## src/rtl/mapn_pkg.sv

```systemverilog
`timescale 1ns / 1ps
// ----------------------------------------------------------------------------
// mapn_pkg
// Shared constants and types for the moving-average peak normalizer.
// ----------------------------------------------------------------------------
package mapn_pkg;

    localparam int WINDOW_DEFAULT      = 25;
    localparam int SAMPLE_BITS_DEFAULT = 12;

    localparam int          REG_BITS      = 16;
    localparam int          CFG_ADDR_BITS = 1;
    localparam logic [15:0] GAIN_RESET    = 16'd8000;
    localparam logic [15:0] PWM_TOP_RESET = 16'd18000;

    localparam logic [CFG_ADDR_BITS-1:0] REG_GAIN    = 1'd0;
    localparam logic [CFG_ADDR_BITS-1:0] REG_PWM_TOP = 1'd1;

    typedef struct packed {
        logic busy;
        logic done;
    } div_status_t;

    typedef enum logic [6:0] {
        ST_IDLE       = 7'b0000001,
        ST_FETCH      = 7'b0000010,
        ST_MEAN       = 7'b0000100,
        ST_SCALE      = 7'b0001000,
        ST_SCALE_WAIT = 7'b0010000,
        ST_EMIT       = 7'b0100000,
        ST_SPARE      = 7'b1000000
    } state_t;

endpackage

```

## src/rtl/mapn_divider.sv

```systemverilog
`timescale 1ns / 1ps
// ----------------------------------------------------------------------------
// mapn_divider
// Restoring divider, one quotient bit per cycle.
// ----------------------------------------------------------------------------
module mapn_divider
    import mapn_pkg::*;
#(
    parameter int DIVIDEND_W = 28,
    parameter int DIVISOR_W  = 12
) (
    input  logic                  aclk,
    input  logic                  aresetn,
    input  logic                  start,
    input  logic [DIVIDEND_W-1:0] dividend,
    input  logic [DIVISOR_W-1:0]  divisor,
    output logic [DIVIDEND_W-1:0] quotient,
    output div_status_t           status
);

    localparam int CNT_W = $clog2(DIVIDEND_W + 1);

    logic [DIVIDEND_W-1:0] quo_reg;
    logic [DIVISOR_W-1:0]  rem_reg;
    logic [DIVISOR_W-1:0]  dsr_reg;
    logic [CNT_W-1:0]      cnt_reg;
    logic                  busy_reg;
    logic                  done_reg;

    logic [DIVISOR_W:0]    shifted;
    logic [DIVISOR_W:0]    trial;
    logic                  fits;

    assign shifted = {rem_reg, quo_reg[DIVIDEND_W-1]};
    assign trial   = shifted - {1'b0, dsr_reg};
    assign fits    = (shifted >= {1'b0, dsr_reg});

    always_ff @(posedge aclk) begin
        if (!aresetn) begin
            busy_reg <= 1'b0;
            done_reg <= 1'b0;
            cnt_reg  <= '0;
        end else begin
            done_reg <= 1'b0;
            if (start) begin
                busy_reg <= 1'b1;
                cnt_reg  <= CNT_W'(DIVIDEND_W);
            end else if (busy_reg) begin
                cnt_reg <= cnt_reg - 1'b1;
                if (cnt_reg == CNT_W'(1)) begin
                    busy_reg <= 1'b0;
                    done_reg <= 1'b1;
                end
            end
        end
    end

    always_ff @(posedge aclk) begin
        if (start) begin
            quo_reg <= dividend;
            rem_reg <= '0;
            dsr_reg <= divisor;
        end else if (busy_reg) begin
            quo_reg <= {quo_reg[DIVIDEND_W-2:0], fits};
            rem_reg <= fits ? trial[DIVISOR_W-1:0] : shifted[DIVISOR_W-1:0];
        end
    end

    assign quotient    = quo_reg;
    assign status.busy = busy_reg;
    assign status.done = done_reg;

endmodule

```

## src/rtl/moving_average_peak_normalizer.sv

```systemverilog
`timescale 1ns / 1ps
// ----------------------------------------------------------------------------
// moving_average_peak_normalizer
// The level mean*gain/peak comes from the one-bit-per-cycle divider; while peak
// is 0 the divider is skipped and the level is 0.
// A new request is taken only once the last one has reached the output register;
// the next request is taken while the result waits in the output register.
// Reset: synchronous active-low; ring valid bits, total, peak, slot cleared.
// ----------------------------------------------------------------------------
module moving_average_peak_normalizer
    import mapn_pkg::*;
#(
    parameter int WINDOW      = WINDOW_DEFAULT,
    parameter int SAMPLE_BITS = SAMPLE_BITS_DEFAULT
) (
    input  logic                               aclk,
    input  logic                               aresetn,
    input  logic                               cfg_wr_en,
    input  logic [CFG_ADDR_BITS-1:0]           cfg_addr,
    input  logic [REG_BITS-1:0]                cfg_wdata,
    input  logic                               s_tvalid,
    output logic                               s_tready,
    input  logic [((SAMPLE_BITS+7)/8)*8-1:0]   s_tdata,   // sample_value
    output logic                               m_tvalid,
    input  logic                               m_tready,
    output logic [15:0]                        m_tdata    // duty_value
);

    localparam int SLOT_W      = $clog2(WINDOW);
    localparam int TOTAL_BITS  = SAMPLE_BITS + $clog2(WINDOW);
    localparam int DIVIDEND_W  = SAMPLE_BITS + REG_BITS;
    localparam int RECIP_SHIFT = TOTAL_BITS + $clog2(WINDOW);
    localparam int RECIP_BITS  = TOTAL_BITS + 1;
    // total / WINDOW by reciprocal multiply, exact over the whole total range
    localparam logic [RECIP_BITS-1:0] MEAN_RECIP =
        RECIP_BITS'(((2 ** RECIP_SHIFT) + WINDOW - 1) / WINDOW);

    state_t state_reg, state_next;

    logic [REG_BITS-1:0]    gain_reg;
    logic [REG_BITS-1:0]    pwm_top_reg;
    logic [SAMPLE_BITS-1:0] ring [WINDOW];
    logic [WINDOW-1:0]      valid_reg;
    logic [SAMPLE_BITS-1:0] rd_data_reg;
    logic                   rd_valid_reg;
    logic [SAMPLE_BITS-1:0] sample_reg;
    logic [SLOT_W-1:0]      slot_reg;
    logic [TOTAL_BITS-1:0]  total_reg;
    logic [TOTAL_BITS-1:0]  total_next;
    logic [SAMPLE_BITS-1:0] peak_reg;
    logic [SAMPLE_BITS-1:0] mean_reg;
    logic [REG_BITS-1:0]    level_reg;
    logic                   m_tvalid_reg;
    logic [15:0]            m_tdata_reg;
    logic [15:0]            duty;
    logic [SAMPLE_BITS-1:0] old_sample;
    logic [TOTAL_BITS+RECIP_BITS-1:0] mean_prod;

    logic                   in_accept;
    logic                   out_free;
    logic                   div_start;
    logic [DIVIDEND_W-1:0]  div_dividend;
    logic [SAMPLE_BITS-1:0] div_divisor;
    logic [DIVIDEND_W-1:0]  div_quotient;
    div_status_t            div_stat;

    assign s_tready  = (state_reg == ST_IDLE);
    assign in_accept = s_tvalid && s_tready;
    assign out_free  = !m_tvalid_reg || m_tready;

    assign old_sample = rd_valid_reg ? rd_data_reg : '0;
    assign total_next = total_reg - TOTAL_BITS'(old_sample) + TOTAL_BITS'(sample_reg);
    assign mean_prod  = total_reg * MEAN_RECIP;
    assign duty = (level_reg > pwm_top_reg) ? 16'd0 : (pwm_top_reg - level_reg);

    always_ff @(posedge aclk) begin
        if (!aresetn) begin
            gain_reg    <= GAIN_RESET;
            pwm_top_reg <= PWM_TOP_RESET;
        end else if (cfg_wr_en) begin
            unique case (cfg_addr)
                REG_GAIN:    gain_reg    <= cfg_wdata;
                REG_PWM_TOP: pwm_top_reg <= cfg_wdata;
                default: ;
            endcase
        end
    end

    // ring storage
    always_ff @(posedge aclk) begin
        if (in_accept) begin
            rd_data_reg <= ring[slot_reg];
        end
        if (state_reg == ST_FETCH) begin
            ring[slot_reg] <= sample_reg;
        end
    end

    always_ff @(posedge aclk) begin
        if (!aresetn) begin
            valid_reg    <= '0;
            rd_valid_reg <= 1'b0;
        end else begin
            if (in_accept) begin
                rd_valid_reg <= valid_reg[slot_reg];
            end
            if (state_reg == ST_FETCH) begin
                valid_reg[slot_reg] <= 1'b1;
            end
        end
    end

    always_comb begin
        state_next   = state_reg;
        div_start    = 1'b0;
        div_dividend = DIVIDEND_W'(mean_reg * gain_reg);
        div_divisor  = peak_reg;
        unique case (state_reg)
            ST_IDLE: begin
                if (in_accept) begin
                    state_next = ST_FETCH;
                end
            end
            ST_FETCH: begin
                state_next = ST_MEAN;
            end
            ST_MEAN: begin
                state_next = ST_SCALE;
            end
            ST_SCALE: begin
                if (peak_reg == '0) begin
                    state_next = ST_EMIT;
                end else begin
                    div_start  = 1'b1;
                    state_next = ST_SCALE_WAIT;
                end
            end
            ST_SCALE_WAIT: begin
                if (div_stat.done) begin
                    state_next = ST_EMIT;
                end
            end
            ST_EMIT: begin
                if (out_free) begin
                    state_next = ST_IDLE;
                end
            end
            default: begin
                state_next = ST_IDLE;
            end
        endcase
    end

    always_ff @(posedge aclk) begin
        if (!aresetn) begin
            state_reg    <= ST_IDLE;
            slot_reg     <= '0;
            total_reg    <= '0;
            peak_reg     <= '0;
            m_tvalid_reg <= 1'b0;
        end else begin
            state_reg <= state_next;
            if (state_reg == ST_FETCH) begin
                total_reg <= total_next;
                if (sample_reg > peak_reg) begin
                    peak_reg <= sample_reg;
                end
                slot_reg <= (slot_reg == SLOT_W'(WINDOW - 1)) ? '0 : slot_reg + 1'b1;
            end
            if (state_reg == ST_EMIT && out_free) begin
                m_tvalid_reg <= 1'b1;
            end else if (m_tready) begin
                m_tvalid_reg <= 1'b0;
            end
        end
    end

    always_ff @(posedge aclk) begin
        if (in_accept) begin
            sample_reg <= s_tdata[SAMPLE_BITS-1:0];
        end
        if (state_reg == ST_MEAN) begin
            mean_reg <= mean_prod[RECIP_SHIFT +: SAMPLE_BITS];
        end
        if (state_reg == ST_SCALE) begin
            level_reg <= '0;
        end
        if (state_reg == ST_SCALE_WAIT && div_stat.done) begin
            level_reg <= div_quotient[REG_BITS-1:0];
        end
        if (state_reg == ST_EMIT && out_free) begin
            m_tdata_reg <= duty;
        end
    end

    mapn_divider #(
        .DIVIDEND_W (DIVIDEND_W),
        .DIVISOR_W  (SAMPLE_BITS)
    ) u_divider (
        .aclk     (aclk),
        .aresetn  (aresetn),
        .start    (div_start),
        .dividend (div_dividend),
        .divisor  (div_divisor),
        .quotient (div_quotient),
        .status   (div_stat)
    );

    assign m_tvalid = m_tvalid_reg;
    assign m_tdata  = m_tdata_reg;

    a_accept_fetch: assert property (@(posedge aclk) disable iff (!aresetn)
        in_accept |=> state_reg == ST_FETCH)
        else $error("request not followed by ring fetch");

    a_div_idle_start: assert property (@(posedge aclk) disable iff (!aresetn)
        div_start |-> !div_stat.busy)
        else $error("divider started while busy");

    a_level_bound: assert property (@(posedge aclk) disable iff (!aresetn)
        (state_reg == ST_EMIT) |-> level_reg <= gain_reg)
        else $error("level exceeds gain");

    a_duty_bound: assert property (@(posedge aclk) disable iff (!aresetn)
        m_tvalid_reg |-> m_tdata_reg <= pwm_top_reg)
        else $error("duty exceeds full scale");

endmodule
```

## config.mk

```make
export PLATFORM = sky130hd
export DESIGN_NAME = moving_average_peak_normalizer
export DESIGN_NICKNAME = d
export VERILOG_FILES = /design/src/rtl/mapn_pkg.sv /design/src/rtl/mapn_divider.sv /design/src/rtl/moving_average_peak_normalizer.sv
export SDC_FILE = /design/constraint.sdc
export NUM_CORES = 2
export LEC_CHECK = 0
export ABC_AREA = 1
export BUFFER_PORTS_ARGS = -buffer_cell sky130_fd_sc_hd__buf_2
export CORE_UTILIZATION = 60
export CTS_BUF_LIST = sky130_fd_sc_hd__clkbuf_4 sky130_fd_sc_hd__clkbuf_8
export DETAILED_ROUTE_END_ITERATION = 12
export PLACE_DENSITY = 0.88
export SYNTH_ARGS = -nofsm -noshare
export SYNTH_HDL_FRONTEND = slang
export SYNTH_SLANG_ARGS = --single-unit
export TNS_END_PERCENT = 5
```

## constraint.sdc

```tcl
create_clock -name aclk -period 4.7 [get_ports aclk]
set_input_delay 0.94 -clock aclk [delete_from_list [all_inputs] [get_ports aclk]]
set_output_delay 0.94 -clock aclk [all_outputs]
set_load 0.01 [all_outputs]
```

* After elaboration in Yosys (flattened, before gate mapping)
Memory sizes are Yosys's and may differ from the RTL's. A register that Yosys moved wholly into a read port is not among the register bits.
Index checks and enable logic that the tools add are counted.
** Cells by class
- Add/subtract/negate cells :: 6
- Multiply operators :: 2
- Magnitude comparators :: 5
- Equality and inequality tests :: 11
- Mux-type cells :: 28
- Bitwise gates (word level) :: 4
- Reduce and logical (&&, ||, !) cells :: 16
** Operators with widths (number)
- two-way mux 28 bit :: 2
- case mux 7 bit (6 select lines) :: 1
- multiplier 17 x 18 -> 34 bit, second input constant :: 1
- two-way mux 16 bit :: 2
- multiplier 12 x 16 -> 28 bit :: 1
- bitwise OR 25 bit :: 1
- two-way mux 12 bit :: 2
- two-way mux 7 bit :: 3
- adder 17 x 12 -> 17 bit :: 1
- subtractor 17 x 12 -> 17 bit :: 1
- greater-than comparator 16 bit :: 1
- subtractor 16 bit :: 1
- two-way mux 5 bit :: 3
- greater-or-equal comparator 13 x 12 -> 1 bit :: 1
- greater-than comparator 12 bit :: 1
- logical NOT 12 bit :: 1
- two-way mux 1 bit :: 12
- subtractor 12 bit :: 1
- == test 7 x 1 -> 1 bit, second input constant :: 1
- == test 7 x 2 -> 1 bit, second input constant :: 1
- == test 7 x 3 -> 1 bit, second input constant :: 1
- == test 7 x 4 -> 1 bit, second input constant :: 1
- == test 7 x 5 -> 1 bit, second input constant :: 1
- == test 7 x 6 -> 1 bit, second input constant :: 1
- 20 further kinds :: 30
** Word-level totals
- Register bits after elaboration :: 215
- Bits in writable memories :: 300
- Memories :: 1
** Memories
- ring :: depth 25, bits a word 12, rd ports 1, clocked after Yosys merged registers in 1, write ports 1, RTL line moving_average_peak_normalizer.sv:42 : logic [SAMPLE_BITS-1:0] ring [WINDOW];

* Logic depth before layout (Yosys ltp)
- Depth after elaboration :: 5
- Mapped depth :: 25
- Depth with buffers taken out :: 23

* Hierarchy
A second synthesis with hierarchy kept.
** Unflattened totals
- Cell total of the unflattened synthesis :: 4135
- Area total of the unflattened synthesis :: 36432.4 µm²
** By module, submodules not included
- moving_average_peak_normalizer :: times used 1, cells an instance 3722, area each 33178.1 µm², seq. area each 13032.5 µm²
- mapn_divider :: times used 1, cells an instance 413, area each 3254.4 µm², seq. area each 1581.5 µm²

* Worst setup path after synthesis
Ideal clock, no wire load.
- Path type :: register to register
- Start point :: register mean_reg[11]
- End point :: register u_divider.quo_reg[14] (netlist: u_divider.quotient[14]) (data pin)
- Data arrival time :: 4.713 ns
- Data required time :: 4.440 ns
- Slack :: -0.273 ns
- Cell stages (with the launch flop) :: 22
- Buffers on the path :: 2
- Period minus slack after synthesis :: 4.973 ns
- Path through :: edfxtp_1 > clkbuf_1 > clkbuf_1 > nand2_1 > fa_1 > fa_1 > inv_1 > fa_1 > fa_1 > inv_1 > fa_1 > inv_1 > ha_1 > nand2_1 > nand2_1 > nand2_1 > nand2_1 > inv_1 > nand3_1 > or2_2 > nand3_1 > o21ai_0
** On the way
- Word-level cells in the longest chain between the ends :: 2
** Ends and longest elaborated chain
- start: declaration :: RTL line moving_average_peak_normalizer.sv:51 : logic [SAMPLE_BITS-1:0] mean_reg;
- start signal: assignment :: RTL line moving_average_peak_normalizer.sv:183 : mean_reg <= mean_prod[RECIP_SHIFT +: SAMPLE_BITS];
- multiplier 12 x 16 -> 28 bit :: RTL line moving_average_peak_normalizer.sv:116 : div_dividend = DIVIDEND_W'(mean_reg * gain_reg);
- two-way mux 28 bit :: RTL line mapn_divider.sv:59 : if (start) begin
- end signal: assignment :: RTL line mapn_divider.sv:60 : quo_reg <= dividend;
- end signal: assignment :: RTL line mapn_divider.sv:64 : quo_reg <= {quo_reg[DIVIDEND_W-2:0], fits};
- end: declaration :: RTL line mapn_divider.sv:23 : logic [DIVIDEND_W-1:0] quo_reg;
Every way passes these cells.
A chain may end at the register's enable or synchronous reset.

* Worst setup path after layout
- Start point :: register total_reg[4]
- End point :: register mean_reg[11] (data pin)
** On the way
- Word-level cells in the longest chain between the ends :: 1
** Ends and longest elaborated chain
- start: declaration :: RTL line moving_average_peak_normalizer.sv:48 : logic [TOTAL_BITS-1:0] total_reg;
- start signal: assignment :: RTL line moving_average_peak_normalizer.sv:164 : total_reg <= total_next;
- multiplier 17 x 18 -> 34 bit :: RTL line moving_average_peak_normalizer.sv:73 : assign mean_prod = total_reg * MEAN_RECIP;
- named net mean_prod[33] :: RTL line moving_average_peak_normalizer.sv:57 : logic [TOTAL_BITS+RECIP_BITS-1:0] mean_prod;
The timed path passes the listed nets, and every way through them passes these cells.

==> impl_table.tex <==
\begin{tabular}{lr}
\hline
Metric & Value \\
\hline
\multicolumn{2}{l}{\textbf{Route}} \\
\quad Routed wl met2 & 45,700 µm \\
\quad Drt first-iter violations & 3,180 \\
\quad Aggregate routed wire length & between 90,000 and 100,000 µm \\
\quad Detailed-route vias per instance & roughly 5.8 \\
\quad Routed wire length per instance & 18.6 µm \\
\quad Top routing layer in use & met4 \\
\quad First-pass DRT Iterations & 5 \\
\quad Final ANT Viol Nets & 0 \\
\quad Routed length on met3 & 10,800 µm \\
\quad Drt drc & 0 \\
\quad Via count & 30,200 \\
\quad M1 wire length & 34,900 µm \\
\multicolumn{2}{l}{\textbf{Cells and area}} \\
\quad Share of layout cells above drive strength 1 & 0.137 \\
\quad Area added between synthesis and finish & 14.2\% \\
\quad Core occupancy in the finished layout & 0.698 \\
\quad Max reg flops & 300 \\
\quad Number of standard cells in the final layout excluding fillers & 5,236 \\
\quad Number of nets in the layout & 4,953 \\
\quad Final design instance area without fill & 0.0414 mm² \\
\multicolumn{2}{l}{\textbf{Synth}} \\
\quad Mean area per synthesized cell & 8.74 µm² \\
\quad Synth cell types & 44 \\
\quad Cells after synthesis & a little over 4,000 \\
\quad Share of synthesized area occupied by flip-flops and latches & 0.403 \\
\quad Synthesized area & between 0.03 and 0.04 mm² \\
\quad Number of enable flip-flop cells after synthesis & approximately 410 \\
\quad Syn Nets & 4,715 \\
\quad Synth async-reset ratio & 0 \\
\quad Top flip-flop cell by instance count after synthesis & sky130\_fd\_sc\_hd\_\_edfxtp\_1 \\
\quad Yosys warnings & 0 \\
\quad \#FFs+latches synth & between 500 and 600 \\
\multicolumn{2}{l}{\textbf{Floorplanning}} \\
\quad Die Ht & 248 µm \\
\quad Total core area & about 0.059 mm² \\
\quad Die Wd & 248 µm \\
\quad Cell Rows & 89 \\
\quad Floorplan die area & 0.0614 mm² \\
\quad Initial Util & 0.611 \\
\quad Count of pins on the block boundary & 56 \\
\multicolumn{2}{l}{\textbf{GRT}} \\
\quad Global-route wire length before repair & $\sim$150,000 µm \\
\quad Pin count of the biggest net entering global routing & between 90 and 100 \\
\quad Antenna violations before repair & 2 \\
\quad Aggregate global-route resource usage & 0.321 \\
\quad Vias in the first global route & 30,200 \\
\quad Residual overflow from global routing & 0 \\
\multicolumn{2}{l}{\textbf{Power and ir drop}} \\
\quad Leakage Power & approximately 20 nW \\
\quad Largest voltage drop on the vdd net & 0.467 mV \\
\quad Power density over the cells & 438 mW/mm² \\
\quad Final total power & 18.1 mW \\
\multicolumn{2}{l}{\textbf{Clocking}} \\
\quad Clock insertion delay at the later pin of the skew report & 0.74 ns \\
\quad CTS clk-pin slew, worst paths & about 0.07 ns \\
\quad CTS tree & built \\
\quad \# hold bufs at CTS & 0 \\
\quad H-tree levels & 3 \\
\quad Number of buffers added by the clock tree synthesis step & between 80 and 90 \\
\quad Clock tree buffer depth & 3 \\
\quad Clock tree sinks & around 530 \\
\quad CTS root buf & sky130\_fd\_sc\_hd\_\_clkbuf\_8 \\
\multicolumn{2}{l}{\textbf{STA}} \\
\quad Slew Viols, Final & 0 \\
\quad Final period util & 1.09 \\
\quad Worst setup margin & -0.435 ns \\
\quad Rel. slew slack & 0.191 \\
\quad Actual slew at the worst max-slew pin & roughly 1.2 ns \\
\quad Maximum achievable frequency & 195 MHz \\
\quad Number of failing hold endpoints at the final stage & 0 \\
\quad RSZ-0062 raised after global routing & yes \\
\quad Final number of setup-violating endpoints & 29 \\
\quad Post-layout min period & 5.13 ns \\
\quad Smallest hold slack & 0.410 ns \\
\quad Worst clock skew & between 0.07 and 0.08 ns \\
\quad Sum of negative setup slack & -8.07 ns \\
\multicolumn{2}{l}{\textbf{Place}} \\
\quad Placement Setup Slack & -0.429 ns \\
\quad DP HPWL & $\sim$66,000 µm \\
\quad Cells after DPL & 5,050 \\
\quad Count of input and output buffers & 51 \\
\quad Cell area reported after detailed placement & approximately 0.039 mm² \\
\quad Final GP Congestion & between 0.9 and 1 \\
\multicolumn{2}{l}{\textbf{Setup path}} \\
\quad FF-to-FF path depth & 19 \\
\quad WP data required & 5.16 ns \\
\quad Worst setup path category & reg2reg \\
\quad Most numerous cell on the critical path & sky130\_fd\_sc\_hd\_\_fa\_1 \\
\quad Endpoint arrival time on the critical path & 5.60 ns \\
\quad Standard cell with the maximum stage delay on the critical path & sky130\_fd\_sc\_hd\_\_fa\_2 \\
\quad Cell Chain, Critical Path & fa\_2 > inv\_2 > fa\_1 > inv\_2 > fa\_2 > inv\_1 > fa\_1 > inv\_1 > fa\_1 > fa\_1 > ha\_4 > nand2\_1 > buf\_4 > nor3\_2 > nand2\_1 > nand2\_2 > nand2\_2 > nand3\_1 > nand2\_1 \\
\quad Biggest fanout along the worst timing path & 3 \\
\quad Crit-path max cell delay & just over 0.6 ns \\
\quad Crit path launch type & flip-flop \\
\quad Critical Path End Type & flip-flop \\
\multicolumn{2}{l}{\textbf{Hold path}} \\
\quad Number of stages on the worst hold path & 1 \\
\quad Worst min-delay path category & in2reg \\
\multicolumn{2}{l}{\textbf{Run}} \\
\quad Number of maximum-capacitance violations & 0 \\
\multicolumn{2}{l}{\textbf{Run status}} \\
\quad Run status & complete, but fails checks \\
\quad Violations in the final reports & setup timing \\
\hline
\end{tabular}
[cells by family after synthesis]
group                    synth area share
AND/OR/NAND/NOR                     0.181
buffers and inverters               0.102
adder cells (fa/ha/maj)             0.237
flip-flops                          0.403
AO/OA/AOI/OAI                      0.0708
XOR/XNOR                          0.00724
[layer usage]
layer  GRT usage  vias to the layer above
met5           0                        -
met2       0.525                     1877
met4       0.177                        0
met1       0.396                    14200
li1            -                    13600
met3      0.0696                      440
[Yosys cell counts (8+ instances only)]
cell / instances / area share
sky130_fd_sc_hd__or2_2: 8 / 0.0014
sky130_fd_sc_hd__nand2_1: 912 / 0.094
sky130_fd_sc_hd__dfxtp_1: 118 / 0.065
sky130_fd_sc_hd__inv_1: 821 / 0.085
sky130_fd_sc_hd__xnor2_1: 15 / 0.0036
sky130_fd_sc_hd__clkbuf_1: 94 / 0.0097
sky130_fd_sc_hd__xor2_1: 15 / 0.0036
sky130_fd_sc_hd__fa_1: 262 / 0.14
sky130_fd_sc_hd__buf_2: 28 / 0.0039
sky130_fd_sc_hd__o22ai_1: 54 / 0.0093
sky130_fd_sc_hd__nor2_1: 448 / 0.046
sky130_fd_sc_hd__edfxtp_1: 408 / 0.34
sky130_fd_sc_hd__nand4_1: 40 / 0.0069
sky130_fd_sc_hd__nor3_1: 18 / 0.0025
sky130_fd_sc_hd__nand3_1: 165 / 0.023
sky130_fd_sc_hd__ha_1: 267 / 0.092
sky130_fd_sc_hd__a21oi_1: 138 / 0.019
sky130_fd_sc_hd__o21ai_0: 243 / 0.034
sky130_fd_sc_hd__o211ai_1: 10 / 0.0021
sky130_fd_sc_hd__o21bai_1: 10 / 0.0021
sky130_fd_sc_hd__nand3b_1: 8 / 0.0017
[where the power goes]
part / internal (mW) / switching (mW) / leakage, nW
sequential: 5.19 / 0.111 / 4.70
clock: 2.44 / 2.08 / 0.997
combinational: 3.36 / 4.95 / 14.4
total: 11.0 / 7.14 / 20.1
[repair_timing]
item | CTS | global route
setup endpoints to repair | 31 | 32
endpoints found under the hold margin | 0 | 0
gates cloned | 0 | 0
setup buffers | 18 | 3
pin swaps | 49 | 16
gates resized for setup | 111 | 46
[cells in the final DEF (no fill, tap or decap), types with 8 or more instances in the layout]
| cell | instances |
|---|---|
| sky130_fd_sc_hd__clkbuf_4 | 17 |
| sky130_fd_sc_hd__nand3_1 | 157 |
| sky130_fd_sc_hd__buf_4 | 221 |
| sky130_fd_sc_hd__a21oi_2 | 16 |
| sky130_fd_sc_hd__clkinv_1 | 12 |
| sky130_fd_sc_hd__o22ai_1 | 54 |
| sky130_fd_sc_hd__buf_2 | 52 |
| sky130_fd_sc_hd__nand4_1 | 40 |
| sky130_fd_sc_hd__o21ai_0 | 234 |
| sky130_fd_sc_hd__o21bai_1 | 10 |
| sky130_fd_sc_hd__fa_1 | 256 |
| sky130_fd_sc_hd__dfxtp_2 | 13 |
| sky130_fd_sc_hd__nand3_2 | 8 |
| sky130_fd_sc_hd__xor2_1 | 15 |
| sky130_fd_sc_hd__dfxtp_1 | 102 |
| sky130_fd_sc_hd__nand3b_1 | 8 |
| sky130_fd_sc_hd__clkbuf_8 | 98 |
| sky130_fd_sc_hd__clkinv_2 | 14 |
| sky130_fd_sc_hd__inv_1 | 810 |
| sky130_fd_sc_hd__nor3_1 | 13 |
| sky130_fd_sc_hd__xnor2_1 | 12 |
| sky130_fd_sc_hd__inv_2 | 16 |
| sky130_fd_sc_hd__clkinvlp_4 | 8 |
| sky130_fd_sc_hd__nor2_1 | 428 |
| sky130_fd_sc_hd__o211ai_1 | 10 |
| sky130_fd_sc_hd__edfxtp_1 | 408 |
| sky130_fd_sc_hd__nand2_1 | 879 |
| sky130_fd_sc_hd__nor2_2 | 21 |
| sky130_fd_sc_hd__ha_1 | 243 |
| sky130_fd_sc_hd__o21ai_1 | 11 |
| sky130_fd_sc_hd__ha_4 | 22 |
| sky130_fd_sc_hd__a21oi_1 | 121 |
| sky130_fd_sc_hd__nand2_2 | 30 |
| sky130_fd_sc_hd__or2_2 | 8 |
[worst max-delay path, delay by kind of cell (launching register included)]
family	cells	cell delay (ns)
simple gates	7	0.67
buf+inv	5	0.37
fa+ha+maj	7	3.45
flops	1	0.37
[cell type report]
class | count | area (µm²)
sequential | 526 | 14600
fill | 3888 | 17900
timing repair buffer | 285 | 2110
clock buffer | 115 | 1480
tap | 773 | 967
inverter | 828 | 3110
antenna | 3 | 7.51
multi-input combinational | 2659 | 18600
clock inverter | 47 | 473
[final timing paths]
kind / start / endpoint / slack [ns]
setup / recovery: total_reg[4] / mean_reg[11] / -0.43
setup reg to reg: total_reg[4] / mean_reg[11] / -0.43
hold / removal: s_tdata[3] / sample_reg[3] / 0.41
hold reg to reg: pwm_top_reg[0] / pwm_top_reg[0] / 0.46
No activity file was read; power rests on OpenSTA's default activity.
